File: config.mk
export PLATFORM = sky130hd
export DESIGN_NAME = sjtgl_ram
export DESIGN_NICKNAME = d
export VERILOG_FILES = /design/src/sv/sjtgl_ram.sv
export SDC_FILE = /design/constraint.sdc
export NUM_CORES = 2
export LEC_CHECK = 0
export ABC_CLOCK_PERIOD_IN_PS = 2950
export BUFFER_PORTS_ARGS = -buffer_cell sky130_fd_sc_hd__buf_2
export CAP_MARGIN = 20
export CORE_UTILIZATION = 40
export CTS_CLUSTER_SIZE = 24
export DETAILED_ROUTE_END_ITERATION = 10
export GPL_TIMING_DRIVEN = 0
export RECOVER_POWER = 25
export SYNTH_ARGS = -nofsm -noshare
export SYNTH_HDL_FRONTEND = slang
export SYNTH_SLANG_ARGS = --single-unit
export TNS_END_PERCENT = 20
File: constraint.sdc
create_clock -name i_clk -period 2.95 [get_ports i_clk]
set_input_delay 0.59 -clock i_clk [delete_from_list [all_inputs] [get_ports i_clk]]
set_output_delay 0.59 -clock i_clk [all_outputs]
set_load 0.02 [all_outputs]
File: src/sv/sjtgl_ram.sv
// generic single write port, single read port ram with registered read
module sjtgl_ram #(
    parameter  int WIDTH = 8,
    parameter  int DEPTH = 256,
    localparam int AW    = (DEPTH > 1) ? $clog2(DEPTH) : 1
) (
    input  logic             i_clk,
    input  logic             i_we,
    input  logic [AW-1:0]    i_waddr,
    input  logic [WIDTH-1:0] i_wdata,
    input  logic             i_re,
    input  logic [AW-1:0]    i_raddr,
    output logic [WIDTH-1:0] o_rdata
);

    logic [WIDTH-1:0] r_mem [DEPTH];
    logic [WIDTH-1:0] r_rdata;

    always_ff @(posedge i_clk) begin
        if (i_we) begin
            r_mem[i_waddr] <= i_wdata;
        end
        if (i_re) begin
            r_rdata <= r_mem[i_raddr];
        end
    end

    assign o_rdata = r_rdata;

endmodule

# After elaboration in Yosys (flattened, before gate mapping)
# Memory sizes are Yosys's and may differ from the RTL's. A register that Yosys moved wholly into a read port is not among the register bits.
# Cells that the tools add are included.
[totals]
ff_bits = 0
mem_bits_rw = 2048
output_inout_bits = 8
wordCells = 3
memories = 1
[memory_table]
columns = ["name", "depth", "width", "read_ports", "rd_ports_with_merged_regs", "wr", "line_no", "text"]
rows = [
  ["r_mem", 256, 8, 1, 1, 1, "16", "logic [WIDTH-1:0] r_mem [DEPTH];"],
]
[classes]
mux = 2
[op_table]
columns = ["op", "n"]
rows = [
  ["$mux W1", 2],
]

# Depth between registers and ports, before layout
[depth]
depth_word = 2
ltp_mapped = 11
depth_no_buf = 6

# Least setup slack after synthesis
# Ideal clock, no wire load.
[synth_path]
path_type = "input port to flip-flop"
from = "input i_raddr[0]"
to = "register r_rdata[2], in the netlist o_rdata[2] (read register of r_mem) (data pin)"
setup_ps = 269
arrival_ps = 2397
path_slack_ps = 284
cell_stages = 9
path_buffers = 4
path_cell_list = "buf_6 > buf_12 > buf_8 > buf_2 > mux4_2 > a22oi_1 > a21oi_1 > nor4_1 > nor4_2"
[synth_rtl]
columns = ["item", "line_no", "text"]
rows = [
  ["from (decl)", "12", "input logic [AW-1:0] i_raddr,"],
  ["to (decl)", "17", "logic [WIDTH-1:0] r_rdata;"],
]

# Final worst setup path
[layout_path]
from = "input i_waddr[2]"
to = "memory r_mem[86][4], enable pin"
[layout_rtl]
columns = ["item", "line_no", "text"]
rows = [
  ["from (decl)", "9", "input logic [AW-1:0] i_waddr,"],
  ["to (decl)", "16", ""],
]
# No word-level cell before the write port.

==> results_dict.tcl <==
set metrics [dict create \
    status "complete, but fails checks" \
    failed_checks "capacitance limit, slew limit, setup timing" \
    switching_share_pct 22.8 \
    die_y_um 448 \
    synthAdderAreaFrac_pct 0 \
    drtIter0Drc 6256 \
    slowest_delay_ns 0.86 \
    synth_cell_types 54 \
    dpl.hpwl_mm 163 \
    cts_tree "built" \
    vias 41351 \
    avgSynthCellArea_um2 21.3 \
    cp_max_fo 10 \
    end_kind "flop" \
    setup_violations 627 \
    path_common_cell "clkbuf_1" \
    hp-class "primary input to flop" \
    synth_ff_type "edfxtp_1" \
    hold_violations 0 \
    clk_pin_slew_ns 0.06 \
    ios 35 \
    cpMaxStageDelayCell "nor2_1" \
    ir_drop_mv 0.620 \
    worst_ep_arrival_time_ns 3.75 \
    netlist_instances 3733 \
    htreeDepth 4 \
    numCtsBuffers 206 \
    tightest_slew_ns 3.04 \
    setup_ws_ns -0.333 \
    first_global_vias 40501 \
    finClkSkew_ns 0.0468 \
    drc 0 \
    rsz0062_at_grt "yes" \
    grt_overflow 0 \
    initial_core_util_pct 40.3 \
    fmax_mhz 305 \
    criticalPathCategory "primary input to flop" \
    clock_path_buffers 3 \
    synth_edf_count 2056 \
    wl_per_cell_um 35.9 \
    synth_seq_cells 2056 \
    synth_top_family_by_area "multiplexers" \
    netSwitchingPower_mw 13.9 \
    pwr-share-comb_pct 6.1 \
    first_pass_iters 8 \
    leakage_nw 27.9 \
    syn_nets 3760 \
    insertion_delay_ns 0.89 \
    ys_seq_area_share_pct 77.5 \
    syn2layout_area_growth_pct 14.7 \
    p_per_area_nw_per_um2 668 \
    synth_compound_area_share_pct 3.42 \
    final_common_cell "edfxtp_1" \
    mostFrequentLayoutCells "edfxtp_1, mux4_2, clkbuf_16" \
    drv_cap 8 \
    synth_xor_area_share_pct 0 \
    ant_nets 0 \
    crit_path_start_kind "primary input" \
    period_share_pct 111 \
    crit_chain "clkbuf_1 > nor2b_1 > clkbuf_1 > nand3_1 > clkbuf_2 > nor2_1" \
    finish.utilization_pct 46.2 \
    layout_min_cycle_time_ns 3.28 \
    grt_pass1_wl_mm 333 \
    slew_violations 905 \
    die_area_um2 201000 \
    wl_mm 244 \
    fin_nets 4038 \
    grt_usage_pct 24.3 \
    dp_cells 6436 \
    seqPwrFrac_pct 52.9 \
    synthSimpleGateAreaFrac_pct 2.63 \
    core_area_um2 198000 \
    gp_congestion 0.945 \
    synth.area.mux_share_pct 14.6 \
    power_frac_clock_pct 41.0 \
    required_ns 3.42 \
    root_buffer "clkbuf_16" \
    grt_max_degree 153 \
    post_layout_nonfiller_instances 6814 \
    syn_area_um2 79600 \
    cts.sinks 2056 \
    via_per_inst 6.07 \
    synth-async-reset-ratio_pct 0 \
    antenna_found_initial 13 \
    io_buffer_count 27 \
    die_w_um 448 \
    rows 163 \
    layout-drive-gt1-share_pct 28.5 \
    yosys_warnings 0 \
    hold_buffers 0 \
    max-slew-margin-rel_pct -103 \
    internal_power_mw 47.1 \
]
[state kept, by name (all words and copies together) (netlist names)]
register,cells
o_rdata,8
r_mem,2048
[synth_stat cells (all sizes together), types with 2 or more instances]
master	n	area (um2)
edfxtp	2056	61700
mux4	456	10300
nor2	282	1060
mux2i	134	1340
a22oi	133	998
buf	122	1030
clkbuf	111	417
a21oi	96	480
o221ai	47	418
nand3	34	170
nand2	33	124
nor2b	31	194
o22ai	28	175
nor4	27	188
nor3	22	110
a211oi	16	120
a221oi	14	129
o21ai	12	60.1
nand4	10	62.6
o211ai	10	75.1
a22o	8	70.1
nand2b	8	50.1
and2	6	37.5
a2111oi	5	52.6
o22a	5	43.8
o32ai	5	51.3
or2	4	25.0
a311oi	2	17.5
a31oi	2	12.5
and3b	2	17.5
nand3b	2	15.0
[logic make-up (layout without fill, tap and decap cells)]
logic type / after synthesis / after routing
flip-flops: 2056 / 2056
AO/OA/AOI/OAI: 385 / 385
buffers and inverters: 235 / 672
multiplexers: 591 / 591
other: 0 / 4
AND/OR/NAND/NOR: 466 / 466
[stage by stage]
| step | power, mW | area (um2) | hold WS, ns | setup slack, ns | setup TNS (ns) |
|---|---|---|---|---|---|
| after detailed placement | 36.3 | 83800 | 0.940 | -2.29 | -1164.56 |
| after floorplan | 34.4 | 79600 | 0.689 | 0.284 | 0 |
| after CTS | 61.0 | 90900 | 0.0385 | -0.207 | -0.835 |
| after global routing | 62.2 | 91300 | 0.174 | -0.244 | -10.83 |
| after global placement | 36.3 | 83100 | 0.926 | -3.04 | -5304.07 |
| final | 61.0 | 91300 | 0.162 | -0.333 | -45.79 |
[path summary, 6_finish.rpt]
kind | slack [ns] | startpoint | depth (start not counted) | to
setup reg to reg | 0.12 | r_mem[71][1] | 7 | o_rdata[1]
hold / removal | 0.16 | i_re | 1 | o_rdata[3]
hold reg to reg | 1.48 | r_mem[50][4] | 6 | o_rdata[4]
setup / recovery | -0.33 | i_waddr[2] | 6 | r_mem[86][4]
[critical path: cells and delay by family]
kind / cells / cell delay (ns)
buf+inv: 3 / 1.60
simple gates: 3 / 1.53
[power by group through the flow]
stage | logic, mW | clock network [mW] | registers, mW
after detailed placement | 3.45 | 0 | 32.9
after global placement | 3.31 | 0 | 33.0
after floorplan | 1.56 | 0 | 32.9
final | 3.70 | 25.0 | 32.3
after CTS | 3.60 | 25.1 | 32.2
after global routing | 3.76 | 26.2 | 32.3
[what timing repair did]
action	in CTS	in global routing
resized for setup	219	146
pin swaps	10	8
setup endpoints to repair	345	868
buffers inserted	0	2
endpoints found under the hold margin	0	0
[layer usage]
metal / up-vias / GRT usage (%) / share of wire [%]
li1: 16272 / - / -
met5: - / 0.289 / 0.047
met2: 2519 / 37.7 / 47
met4: 8 / 11.1 / 4.9
met3: 490 / 6.43 / 11
met1: 22062 / 32.2 / 37
[area by class of cell]
| type | instances | area, um2 |
|---|---|---|
| fillers | 16274 | 106000 |
| diodes | 4 | 10.0 |
| flip-flops and latches | 2056 | 61700 |
| inverters | 2 | 7.51 |
| multi-input cells | 1442 | 17500 |
| repair buffers | 71 | 767 |
| clock buffers | 254 | 5340 |
| plain buffers | 232 | 1700 |
| clock inverters | 113 | 996 |
| well taps | 2640 | 3300 |
(Power assumes the default switching activity.)
