File: config.mk
export PLATFORM = sky130hd
export DESIGN_NAME = sjtgl_seq
export DESIGN_NICKNAME = d
export VERILOG_FILES = /design/src/sv/sjtgl_pkg.sv /design/src/sv/sjtgl_seq.sv
export SDC_FILE = /design/constraint.sdc
export NUM_CORES = 1
export LEC_CHECK = 0
export ABC_AREA = 1
export BUFFER_PORTS_ARGS = -buffer_cell sky130_fd_sc_hd__buf_2
export CAP_MARGIN = 20
export CORE_MARGIN = 2
export CORE_UTILIZATION = 41
export DETAILED_ROUTE_END_ITERATION = 10
export GPL_TIMING_DRIVEN = 0
export PLACE_DENSITY = 0.81
export SYNTH_ARGS = -nofsm -noshare
export SYNTH_HDL_FRONTEND = slang
export SYNTH_SLANG_ARGS = --single-unit
export TNS_END_PERCENT = 30
File: constraint.sdc
create_clock -name i_clk -period 1.7 [get_ports i_clk]
set_clock_uncertainty 0.1 [all_clocks]
set_input_delay 0.34 -clock i_clk [delete_from_list [all_inputs] [get_ports i_clk]]
set_output_delay 0.34 -clock i_clk [all_outputs]
set_load 0.01 [all_outputs]
File: src/sv/sjtgl_pkg.sv
// shared constants, types and the control store of the text layout sequencer
package sjtgl_pkg;

    localparam int DEF_MAX_GLYPHS = 256;
    localparam int CELL_SIZE      = 24;

    localparam int CODE_W   = 16;
    localparam int WIDTH_W  = 5;
    localparam int ENTRY_W  = CODE_W + WIDTH_W;
    localparam int GCOUNT_W = 9;
    localparam int POS_W    = 16;

    localparam int APB_AW = 2;
    localparam int APB_DW = 32;
    localparam logic [APB_AW-1:0] REG_GLYPH_COUNT = 2'd0;

    localparam logic OP_LOAD = 1'b0;

    localparam logic [7:0] BYTE_NUL      = 8'h00;
    localparam logic [7:0] BYTE_NL       = 8'h0A;
    localparam logic [7:0] BYTE_ASCII_LO = 8'h20;
    localparam logic [7:0] BYTE_ASCII_HI = 8'h7F;
    localparam logic [7:0] BYTE_LEAD1_LO = 8'h80;
    localparam logic [7:0] BYTE_LEAD1_HI = 8'h9F;
    localparam logic [7:0] BYTE_LEAD2_LO = 8'hE0;
    localparam logic [7:0] BYTE_LEAD2_HI = 8'hFF;

    typedef enum logic [2:0] {
        CL_LOAD,
        CL_LOOK,
        CL_LEAD,
        CL_NUL,
        CL_NL,
        CL_OTHER
    } t_cls;

    typedef enum logic [1:0] {
        OUT_NONE,
        OUT_BLANK,
        OUT_END,
        OUT_DRAW
    } t_out_op;

    typedef enum logic [1:0] {
        CUR_KEEP,
        CUR_HOME,
        CUR_NL,
        CUR_ADV
    } t_cur_op;

    typedef enum logic [1:0] {
        LEAD_KEEP,
        LEAD_SET,
        LEAD_CLR
    } t_lead_op;

    typedef enum logic [2:0] {
        C_ALWAYS,
        C_ACCEPT,
        C_DISPATCH,
        C_NO_SEARCH,
        C_SCAN_DONE
    } t_cond;

    typedef logic [3:0] t_step;

    localparam t_step S_IDLE = 4'd0;
    localparam t_step S_DEC  = 4'd1;
    localparam t_step S_LOAD = 4'd2;
    localparam t_step S_LEAD = 4'd3;
    localparam t_step S_NUL  = 4'd4;
    localparam t_step S_NL   = 4'd5;
    localparam t_step S_FB0  = 4'd6;
    localparam t_step S_FB1  = 4'd7;
    localparam t_step S_SCAN = 4'd8;
    localparam t_step S_EMIT = 4'd9;

    typedef struct packed {
        logic     in_rdy;
        logic     rd_zero;
        logic     rd_cnt;
        logic     cnt_clr;
        logic     wr_ram;
        logic     take_fb;
        logic     scan;
        t_out_op  out_op;
        t_cur_op  cur_op;
        t_lead_op lead_op;
        t_cond    cond;
        logic     hold;
        t_step    target;
    } t_uword;

    typedef struct packed {
        logic accept;
        logic out_free;
        logic no_search;
        logic scan_done;
        t_cls cls;
    } t_seq_stat;

    function automatic t_uword uc_rom(input t_step s);
        t_uword w;
        w        = '0;
        w.cond   = C_ALWAYS;
        w.target = S_IDLE;
        case (s)
            S_IDLE: begin
                w.in_rdy  = 1'b1;
                w.cnt_clr = 1'b1;
                w.cond    = C_ACCEPT;
                w.hold    = 1'b1;
                w.target  = S_DEC;
            end
            S_DEC: begin
                w.cond = C_DISPATCH;
            end
            S_LOAD: begin
                w.wr_ram = 1'b1;
                w.out_op = OUT_BLANK;
            end
            S_LEAD: begin
                w.lead_op = LEAD_SET;
                w.out_op  = OUT_BLANK;
            end
            S_NUL: begin
                w.cur_op = CUR_HOME;
                w.out_op = OUT_END;
            end
            S_NL: begin
                w.cur_op = CUR_NL;
                w.out_op = OUT_BLANK;
            end
            S_FB0: begin
                w.rd_zero = 1'b1;
                w.lead_op = LEAD_CLR;
                w.target  = S_FB1;
            end
            S_FB1: begin
                w.take_fb = 1'b1;
                w.rd_cnt  = 1'b1;
                w.cond    = C_NO_SEARCH;
                w.target  = S_EMIT;
            end
            S_SCAN: begin
                w.scan   = 1'b1;
                w.rd_cnt = 1'b1;
                w.cond   = C_SCAN_DONE;
                w.hold   = 1'b1;
                w.target = S_EMIT;
            end
            S_EMIT: begin
                w.out_op = OUT_DRAW;
                w.cur_op = CUR_ADV;
            end
            default: begin
                w.target = S_IDLE;
            end
        endcase
        return w;
    endfunction

    function automatic t_step dispatch_target(input t_cls c);
        t_step t;
        case (c)
            CL_LOAD:  t = S_LOAD;
            CL_LEAD:  t = S_LEAD;
            CL_NUL:   t = S_NUL;
            CL_NL:    t = S_NL;
            default:  t = S_FB0;
        endcase
        return t;
    endfunction

endpackage

File: src/sv/sjtgl_seq.sv
// step counter and control store of the layout sequencer
module sjtgl_seq (
    input  logic                i_clk,
    input  logic                i_rst_n,
    input  sjtgl_pkg::t_seq_stat i_stat,
    output sjtgl_pkg::t_uword   o_uw
);

    sjtgl_pkg::t_step  r_step;
    sjtgl_pkg::t_step  n_step;
    sjtgl_pkg::t_uword w_uw;
    logic              w_taken;

    assign w_uw = sjtgl_pkg::uc_rom(r_step);
    assign o_uw = w_uw;

    always_comb begin
        case (w_uw.cond)
            sjtgl_pkg::C_ALWAYS:    w_taken = 1'b1;
            sjtgl_pkg::C_ACCEPT:    w_taken = i_stat.accept;
            sjtgl_pkg::C_DISPATCH:  w_taken = 1'b1;
            sjtgl_pkg::C_NO_SEARCH: w_taken = i_stat.no_search;
            sjtgl_pkg::C_SCAN_DONE: w_taken = i_stat.scan_done;
            default:                w_taken = 1'b1;
        endcase
    end

    always_comb begin
        n_step = r_step;
        // a step that writes a result beat waits for the output register
        if (w_uw.out_op == sjtgl_pkg::OUT_NONE || i_stat.out_free) begin
            if (w_uw.cond == sjtgl_pkg::C_DISPATCH) begin
                n_step = sjtgl_pkg::dispatch_target(i_stat.cls);
            end else if (w_taken) begin
                n_step = w_uw.target;
            end else if (!w_uw.hold) begin
                n_step = r_step + 4'd1;
            end
        end
    end

    always_ff @(posedge i_clk) begin
        if (!i_rst_n) begin
            r_step <= sjtgl_pkg::S_IDLE;
        end else begin
            r_step <= n_step;
        end
    end

endmodule

Word-level counts from Yosys, hierarchy flattened
Index checks and enable logic that the tools add are counted.

Register bits after elaboration: 4. Output and inout bits: 21. Word-level logic and storage cells: 44. Input bits: 9.

$add $sub $neg: 1. Reductions and logical operators: 8. Eq/ne operators: 17. Multiplexer cells: 17.

Operator list (count): case mux 3 bit (4 select lines) (2); == test 4 x 3 -> 1 bit (second input constant) (4); == test 3 x 2 -> 1 bit (second input constant) (4); two-way mux 4 bit (3); case mux 2 bit (3 select lines) (2); case mux 4 bit (3 select lines) (1); == test 4 x 2 -> 1 bit (second input constant) (2); == test 4 bit (second input constant) (2); two-way mux 1 bit (7); == test 3 bit (second input constant) (2); adder 4 x 1 -> 4 bit (second input constant) (1); == test 4 x 1 -> 1 bit (second input constant) (1); zero test 4 bit (1); case mux 2 bit (2 select lines) (1); OR reduction 2 bit (2); == test 3 x 1 -> 1 bit (second input constant) (1); zero test 3 bit (1); inequality test 3 x 1 -> 1 bit (second input constant) (1); case mux 1 bit (3 select lines) (1); OR reduction 3 bit (1); zero test 2 bit (1); AND reduction 2 bit (1); logical OR 1 bit (1).

Depth between registers and ports, before layout
Gate-level depths: netlist of the first run.

Word-level depth: 6. Depth in mapped cells: 12. Depth with buffers taken out: 12.

Least setup slack after synthesis of the first run
Ideal clock, no wire load.

Kind: register to register. Start point: register r_step[0]. End point: register r_step[0]. Stages on the path, launching flop included: 12. Arrival: 1.501 ns. Period minus slack after synthesis: 1.716 ns. Path slack: -0.016 ns. Path buffers: 0. Setup time: 0.115 ns. Cells stage by stage: dfxtp_1 inv_1 ha_1 inv_1 nor3_1 nor2_2 nand2_2 o21bai_4 nand2_2 inv_2 o21ai_2 nor2_1.

RTL lines: start: declaration (line sjtgl_seq.sv:9) `sjtgl_pkg::t_step r_step;`; start signal: assignment (line sjtgl_seq.sv:44) `r_step <= sjtgl_pkg::S_IDLE;`; start signal: assignment (line sjtgl_seq.sv:46) `r_step <= n_step;`.

==> reports/metrics.yaml, run 1 <==
yosysTopAreaCell: "nand2_1"
hold_ws_ns: 0.238
grt_overflow: 0
ys_top_cells_by_count: "26 x nand2_1, 13 x inv_1, 12 x nand3_1, 9 x nor2_1, 6 x nand2_2"
grtUsageMet1_pct: 22.4
areaGrowthSynthToFinish_pct: 54.6
reg_top3: "r_step: 4 flops"
synthesis.area_um2: 651
fin_util_pct: 67.6
cts_root_buffer: "clkbuf_4"
tightest_slew_ns: 0.190
drt_iter0_markers: 7
cellLeakagePower_nw: 0.554
antenna_cells: 0
hp-class: "in2reg"
crit_family: "flip-flops"
start_util_pct: 43.7
regMostFlops: "r_step"
grt_pass1_vias: 668
status: "complete, but fails checks"
total_power_mw: 1.39
antenna_left: 0
die_x_um: 43.8
grt_first_pass_wirelength_um: 2640
cts_tree: "done"
ctsHoldBuffers: 0
violations: "setup timing"
place_area_um2: 822
endpoint_kind: "primary output"
clkSinkCount: 4
ys.flop_type: "dfxtp_1"
finish.instance_area_um2: 1010
avgViaCountPerCell: 4.84
htree_levels: 1
yosysTopAreaCellShare_pct: 15.0
setup.worst_path.class: "reg2out"
grt_max_degree: 10
grt_use_met2_pct: 31.2
syn_area_per_cell_um2: 6.38
fin_nets: 154
cp.arrival_ns: 1.31
drt_wl_total_um: 1570
drc: 0
synth_nets: 115
max-vdd-ir-drop_v: 0.000836
path_buf_inv: 3
fp.dieArea_um2: 1920
clk_latency_ns: 0.24
setup_viol: 6
first_pass_iters: 4
worst_slack_ns: -0.0451
dp.final_hpwl_um: 1190
cts_made_buffers: 3
coreArea_um2: 1490
synth_top_cells_by_area: "nand2_1 15%, dfxtp_1 12%, nand3_1 9.2%, ha_1 7.7%, inv_1 7.5%"
fill_cells: 122
wl_per_cell_um: 10.1
slowest_stage: "dfxtp_4"
max-slew-margin-rel_pct: 87.2
largest_reg_flops: 4
synth_seq_area_share_pct: 12.3
finalHoldViolCount: 0
required_ns: 1.26
clock_path_buffers: 2
yosysWarnings: 0
yosysMostFrequentCell: "nand2_1"
slowest_delay_ns: 0.39
critical_path.cell_chain: "inv_4 -> ha_4 -> nand3_4 -> nand3_2 -> nor2_1 -> inv_1 -> buf_2"
cp-start-kind: "flop"
grt.busiest_layer: "met2"
port_buffers: 29
seq_area_um2: 87.6
num_rows: 14
place.gp.congestion: 0.814
vias: 750
ys_ff_latch: 4
period_minus_slack_ns: 1.75
met3_usage_pct: 5.00
postSynthCellCount: 102
synth_edf_count: 0
boundaryPins: 30
track_usage_pct: 17.8
drive_gt1_share_pct: 59.7
cap_violations: 0
report.final.slew_viol_count: 0
async_flop_share_pct: 0
post-route-period-util_pct: 103
power.density_nw_per_um2: 1380
die_h_um: 43.8
rsz0062_at_grt: "yes"
multiInputGateArea_um2: 561
fmax_ghz: 0.573
antenna_found_initial: 0
ys_types: 24
clk_pin_slew_ns: 0.04
crit_fanout: 6
area by class of cell:
class | instances | share of cell area (%)
multi-input cells | 76 | 55.7
repair buffers | 34 | 18.8
flip-flops and latches | 4 | 8.71
inverters | 17 | 8.08
plain buffers | 5 | 4.48
clock buffers | 3 | 2.24
well taps | 16 | 1.99
cell families (layout without fill, tap and decap cells):
group / count (synthesis) / count (layout) / synth area share, %
flip-flops: 4 / 4 / 12.3
XOR/XNOR: 2 / 2 / 2.69
adder cells (fa/ha/maj): 4 / 4 / 7.69
AND/OR/NAND/NOR: 62 / 62 / 49.2
AO/OA/AOI/OAI: 8 / 8 / 10.2
buffers and inverters: 22 / 59 / 17.9
worst reg2reg max path: stages, from the launching register on:
cell and delay [ns]:
dfxtp_4 0.39, inv_4 0.05, ha_2 0.19, inv_4 0.09, nor3_4 0.04, nor2_2 0.09, nand2_2 0.07, buf_4 0.13
o21bai_4 0.15, nand3_1 0.10, a21oi_1 0.13, nor2_1 0.06
cells in the final DEF (no fill, tap or decap), types with 4 or more instances in the layout:
master | netlist | final
nand3_1 | 12 | 11
nor2_1 | 9 | 6
buf_2 | 0 | 28
nand2_1 | 26 | 23
inv_1 | 13 | 10
inv_4 | 1 | 5
nand2_2 | 6 | 6
nor2_2 | 2 | 4
buf_4 | 3 | 8
a21oi_2 | 2 | 4
per-stage QoR:
step	instances	worst slack, ns	TNS, ns
after floorplan	102	0.0500	0
after global placement	147	-0.0476	-0.0844
after detailed placement	147	-0.0853	-0.261
after CTS	155	-0.0611	-0.318
after global routing	155	-0.128	-1.14
final	155	-0.0451	-0.149
timing repair:
action | 4_1_cts | 5_1_grt
cloned | 0 | 0
endpoints found under the setup margin | 20 | 18
buffers inserted | 5 | 0
pin swaps | 7 | 5
gates resized for setup | 21 | 12
where the power goes:
part           leakage [nW]  total [mW]  internal, mW  switching (mW)
logic                 0.507        1.10         0.467           0.632
registers            0.0340       0.170         0.129          0.0417
clock network        0.0138       0.123        0.0793          0.0441
per-layer routing:
metal  vias to the layer above  share of wire, %
met5                         -                 0
met4                         0                 0
met3                         0               6.8
met2                        27                52
met1                       332                41
li1                        391                 -
final timing paths:
path,slack [ns],cells past startpoint,end,from
hold reg to reg,0.53,4,r_step[1],r_step[1]
hold / removal,0.24,3,r_step[0],i_rst_n
setup reg to reg,0,11,r_step[0],r_step[0]
setup / recovery,-0.05,7,o_uw[0],r_step[0]
No activity file was read; power rests on OpenSTA's default activity.
==> run 2: changes to the inputs <==
CORE_UTILIZATION = 47   (was 41)
PLACE_DENSITY = 0.87   (was 0.81)
clock period = 2.16 ns   (was 1.7 ns; I/O delays follow)
==> reports/metrics.yaml, run 2 (synthesis gave the netlist of run 1 again) <==
cap_violations: 0  # unchanged
cts_setup_buffers: 0  # -5
place.gp.congestion: 0.837  # +2.8%
rsz0062_at_grt: "no"
r2r_cells: 11  # unchanged
cellLeakagePower_nw: 0.520  # -6.1%
areaGrowthSynthToFinish_pct: 28.8
drc: 0  # unchanged
clkSinkCount: 4  # unchanged
critical_path.cell_chain: "inv_1 -> ha_1 -> nand3_4 -> nand3_1 -> nor2_1 -> inv_1 -> buf_2"
finish.instance_area_um2: 838  # -17%
endpoint_kind: "primary output"
max-slew-margin-rel_pct: 78.9  # -8.4 points
ctsHoldBuffers: 0  # unchanged
mostFrequentLayoutCells: "29 x buf_2, 26 x nand2_1, 13 x inv_1, 12 x nand3_1, 9 x nor2_1"
boundaryPins: 30  # unchanged
r2r_end: "r_step[0]"
clk_pin_slew_ns: 0.04  # about the same
reg2reg_from: "r_step[1]"
antenna_cells: 0  # unchanged
vias: 705  # -6.0%
die_x_um: 41.2  # -6.0%
setup.worst_path.class: "reg2out"
hp-class: "in2reg"
finalHoldViolCount: 0  # unchanged
period_minus_slack_ns: 2.07
grt_max_degree: 10  # unchanged
num_rows: 13  # -1
crit_family: "flip-flops"
wl_per_cell_um: 9.85  # -2.7%
status: "finished clean"
slowest_delay_ns: 0.38  # about the same
htree_levels: 1  # unchanged
cp-startpoint: "r_step[0]"
path_buf_inv: 3  # unchanged
die_h_um: 41.2  # -6.0%
reg_top3: "r_step: 4 flops"
regMostFlops: "r_step"
fin_setup_tns_ns: 0  # +0.149 ns
clock_path_buffers: 2  # unchanged
cts.repair.resized: 1  # -95%
first_pass_iters: 4  # unchanged
track_usage_pct: 19.8  # +2.0 points
grt_overflow: 0  # unchanged
antenna_left: 0  # unchanged
place_area_um2: 815  # -0.91%
dp.final_hpwl_um: 1210  # +2.3%
required_ns: 1.63  # +0.37 ns
largest_reg_flops: 4  # unchanged
drt_iter0_markers: 12  # +5
place_ws_ns: 0.250  # +0.335 ns
tightest_slew_ns: 0.315  # +0.124 ns
cts_root_buffer: "clkbuf_4"
total_power_mw: 0.890  # -36%
port_buffers: 29  # unchanged
cp-start-kind: "flop"
cts_tree: "done"
drt_wl_total_um: 1470  # -6.4%
crit_fanout: 7  # +1
report.final.slew_viol_count: 0  # unchanged
max-vdd-ir-drop_v: 0.000710  # -15%
cts_made_buffers: 3  # unchanged
grt_first_pass_wirelength_um: 2280  # -14%
clk_latency_ns: 0.23  # about the same
hold_depth: 3  # unchanged
setup_viol: 0  # -6
crit_top_cell: "inv_1"
rrSetupSlack_ns: 0.35  # +0.35 ns
crit_cells: 7  # unchanged
layout_commonest_cell: "buf_2"
fmax_ghz: 0.484
grt_pass1_vias: 598  # -10%
avgViaCountPerCell: 4.73  # -2.2%
hold_ws_ns: 0.335  # +0.0968 ns
post-route-period-util_pct: 95.7
fp.dieArea_um2: 1700  # -12%
fin_nets: 149  # -3.2%
drive_gt1_share_pct: 44.8  # -15 points
slowest_stage: "dfxtp_2"
power.density_nw_per_um2: 1060  # -23%
start_util_pct: 50.0  # +6.3 points
antenna_found_initial: 0  # unchanged
crit_path_end: "o_uw[0]"
coreArea_um2: 1300  # -13%
cp.arrival_ns: 1.54  # +0.23 ns
worst_slack_ns: 0.0923  # +0.137 ns
-- run 2: cell types whose count changed in the layout (fill, tap and decap cells not counted), sizes merged --
cell  delta
buf      -5
-- run 2: where the power goes --
part           total [mW]  switching (mW)  internal [mW]
Clock              0.0931          0.0309         0.0622
Sequential          0.117          0.0215         0.0955
Combinational       0.680           0.425          0.255
Total               0.890           0.478          0.412
-- run 2: through the flow --
stage	cells	util (%)
3_5_place_dp	146	62.6
5_1_grt	149	64.4
2_1_floorplan	102	-
4_1_cts	149	64.4
3_3_place_gp	146	62.6
6_report	149	64.4
-- run 2: how the worst min path moves through the flow --
stage,start,end,slack (ns)
after global routing,i_rst_n,r_step[0],0.34
final,i_rst_n,r_step[0],0.33
after CTS,i_rst_n,r_step[0],0.33
after global placement,r_step[0],r_step[0],0.48
after detailed placement,r_step[0],r_step[0],0.48
after floorplan,i_rst_n,r_step[0],0.44
-- run 2: tightest hold or removal path, cell delays in order --
cell and delay [ns]:
buf_2 0.12, o21ai_2 0.05, nor2_1 0.03
-- run 2: area by class of cell --
type	instances	area, um2
buffer	5	45.0
tap	15	18.8
multi-input combinational	76	454
inverter	17	71.3
fill	121	463
timing repair buffer	29	145
clock buffer	3	22.5
sequential	4	81.3
-- run 2: per-layer routing --
layer | global-route usage, % | share of wire (%) | up-vias
met1 | 23.5 | 43 | 304
met5 | 0 | 0 | -
met4 | 2.42 | 0 | 0
met2 | 37.5 | 52 | 21
met3 | 3.26 | 5.4 | 0
li1 | - | - | 380
==> run 3: changes to the inputs <==
==> constraint.sdc (replaced) <==
create_clock -name i_clk -period 2.16 [get_ports i_clk]
set_clock_uncertainty 0.1 [all_clocks]
set_input_delay 0 -clock i_clk [delete_from_list [all_inputs] [get_ports i_clk]]
set_output_delay 0 -clock i_clk [all_outputs]
set_load 0.01 [all_outputs]
==> reports/metrics.yaml, run 3 (synthesis gave the netlist of run 1 again) <==
finalNonFillerCells: 150  # +0.67%
required_ns: 2.18  # +0.55 ns
largest_reg_flops: 4  # unchanged
drt_wl_total_um: 1480  # +0.68%
slowest_delay_ns: 0.44  # +0.06 ns
antenna_left: 0  # unchanged
finalHoldViolCount: 0  # unchanged
tightest_slew_ns: 0.315  # unchanged
drt_iter0_markers: 12  # unchanged
first_pass_iters: 4  # unchanged
status: "finished clean"
switching_share_pct: 53.7  # +0.076 points
fin_nets: 150  # +0.67%
cap_violations: 0  # unchanged
layout_commonest_cell: "buf_2"
grt_max_degree: 10  # unchanged
hp-class: "in2reg"
clk_latency_ns: 0.23  # about the same
p_switching_mw: 0.478  # +0.10%
dp.final_hpwl_um: 1210  # unchanged
avgViaCountPerCell: 4.72  # -0.24%
hold_end: "r_step[2]"
cp.arrival_ns: 1.91  # +0.37 ns
fmax_ghz: 0.531  # +9.9%
fin_util_pct: 65.1  # +0.67 points
max-slew-margin-rel_pct: 78.9  # unchanged
cellLeakagePower_nw: 0.524  # +0.76%
setup_viol: 0  # unchanged
clock_power_share_pct: 10.5  # about the same
cts_root_buffer: "clkbuf_4"
wl_per_cell_um: 9.85  # about the same
slowest_stage: "dfxtp_1"
max-vdd-ir-drop_v: 0.000706  # -0.65%
fp.dieArea_um2: 1700  # unchanged
hold_depth: 5  # +2
drc: 0  # unchanged
coreArea_um2: 1300  # unchanged
die_x_um: 41.2  # unchanged
port_buffers: 29  # unchanged
place_area_um2: 815  # unchanged
grt_overflow: 0  # unchanged
antenna_cells: 0  # unchanged
htree_levels: 1  # unchanged
cts_made_buffers: 3  # unchanged
endpoint_kind: "flop"
die_h_um: 41.2  # unchanged
mostFrequentLayoutCells: "29 x buf_2, 26 x nand2_1, 13 x inv_1, 12 x nand3_1, 9 x nor2_1"
clkSinkCount: 4  # unchanged
cts_tree: "done"
seqPwrFrac_pct: 12.9  # -0.2 points
areaGrowthSynthToFinish_pct: 30.2
drive_gt1_share_pct: 43.7  # -1.1 points
cts_setup_buffers: 0  # unchanged
place.gp.congestion: 0.837  # unchanged
place_ws_ns: 0.298  # +0.0482 ns
report.final.slew_viol_count: 0  # unchanged
num_rows: 13  # unchanged
path_buf_inv: 4  # +1
reg_top3: "r_step: 4 flops"
rrSetupSlack_ns: 0.28  # -0.07 ns
boundaryPins: 30  # unchanged
grt_first_pass_wirelength_um: 2280  # unchanged
fin_setup_tns_ns: 0  # unchanged
pwr-share-comb_pct: 76.6  # +0.2 points
worst_slack_ns: 0.278  # +0.186 ns
start_util_pct: 50.0  # unchanged
setup.worst_path.class: "reg2reg"
power.density_nw_per_um2: 1050  # -1.1%
p_int_mw: 0.411  # -0.20%
reg2reg_from: "r_step[0]"
period_minus_slack_ns: 1.88  # -0.186 ns
hold_start: "i_stat[5]"
clk_pin_slew_ns: 0.04  # about the same
cp-start-kind: "flop"
grt_pass1_vias: 598  # unchanged
r2r_end: "r_step[0]"
clock_path_buffers: 2  # unchanged
dp.cells: 146  # unchanged
critical_path.cell_chain: "inv_1 -> ha_1 -> nand3_4 -> inv_1 -> nand2_1 -> nand2_1 -> inv_2 -> nand3_2 -> nand2_2 -> inv_2 -> o21ai_2 -> nor2_1"
track_usage_pct: 19.8  # unchanged
crit_fanout: 7  # unchanged
antenna_found_initial: 0  # unchanged
vias: 708  # +0.43%
r2r_cells: 12  # +1
rsz0062_at_grt: "no"
regMostFlops: "r_step"
crit_family: "simple AND/OR/NAND/NOR gates"
post-route-period-util_pct: 87.1  # -8.6 points
finish.instance_area_um2: 847  # +1.0%
==> run 3: cell types whose count changed in the layout (fill, tap and decap cells not counted), sizes merged <==
cell	previous run	this run
dlygate4sd3	0	1
==> run 3: how the worst max path moves through the flow <==
stage | start | to | slack (ns) | cells after the start
global placement | r_step[0] | r_step[0] | 0.34 | 12
floorplan | r_step[0] | r_step[0] | 0.44 | 11
CTS | r_step[0] | r_step[0] | 0.28 | 12
detailed placement | r_step[0] | r_step[0] | 0.30 | 12
global route | r_step[0] | r_step[1] | 0.15 | 10
finish | r_step[0] | r_step[0] | 0.28 | 12
==> run 3: what timing repair did <==
action / CTS / global route
hold buffers: 1 / 0
gates resized for setup: 0 / 0
endpoints found under the hold margin: 4 / 0
==> run 3: metal layers <==
layer / track usage, % / part of all wire (%) / vias to the layer above
li1: - / - / 381
met1: 23.5 / 43 / 306
met2: 37.5 / 52 / 21
met3: 3.26 / 5.3 / 0
met4: 2.42 / 0 / 0
met5: 0 / 0 / -
==> run 3: power by group through the flow <==
stage | clock network [mW] | registers, mW | logic [mW]
after global placement | 0 | 0.115 | 0.655
after detailed placement | 0 | 0.116 | 0.678
after CTS | 0.0943 | 0.115 | 0.686
final | 0.0932 | 0.115 | 0.681
after global routing | 0.100 | 0.119 | 0.751
after floorplan | 0 | 0.112 | 0.502
==> run 3: worst reg2reg max path, delay by kind of cell (launching register included) <==
| family | cells | cell delay (ns) |
|---|---|---|
| buffers and inverters | 4 | 0.34 |
| adders and majority gates | 1 | 0.28 |
| DFF | 1 | 0.44 |
| AOI/OAI and AO/OA | 1 | 0.10 |
| and+or+nand+nor | 6 | 0.50 |
==> run 3: stage by stage <==
stage / total power, mW / hold WS [ns]
finish: 0.889 / 0.107
detailed placement: 0.794 / 0.150
CTS: 0.896 / 0.110
global route: 0.970 / 0.137
global placement: 0.770 / 0.150
floorplan: 0.613 / 0.00846
==> run 3: final cells by class <==
| cell class | count | area [um2] |
|---|---|---|
| Buffer | 5 | 45.0 |
| Clock buffer | 3 | 22.5 |
| Fill cell | 121 | 454 |
| Inverter | 17 | 71.3 |
| Multi-Input combinational cell | 76 | 454 |
| Sequential cell | 4 | 80.1 |
| Tap cell | 15 | 18.8 |
| Timing Repair Buffer | 30 | 155 |
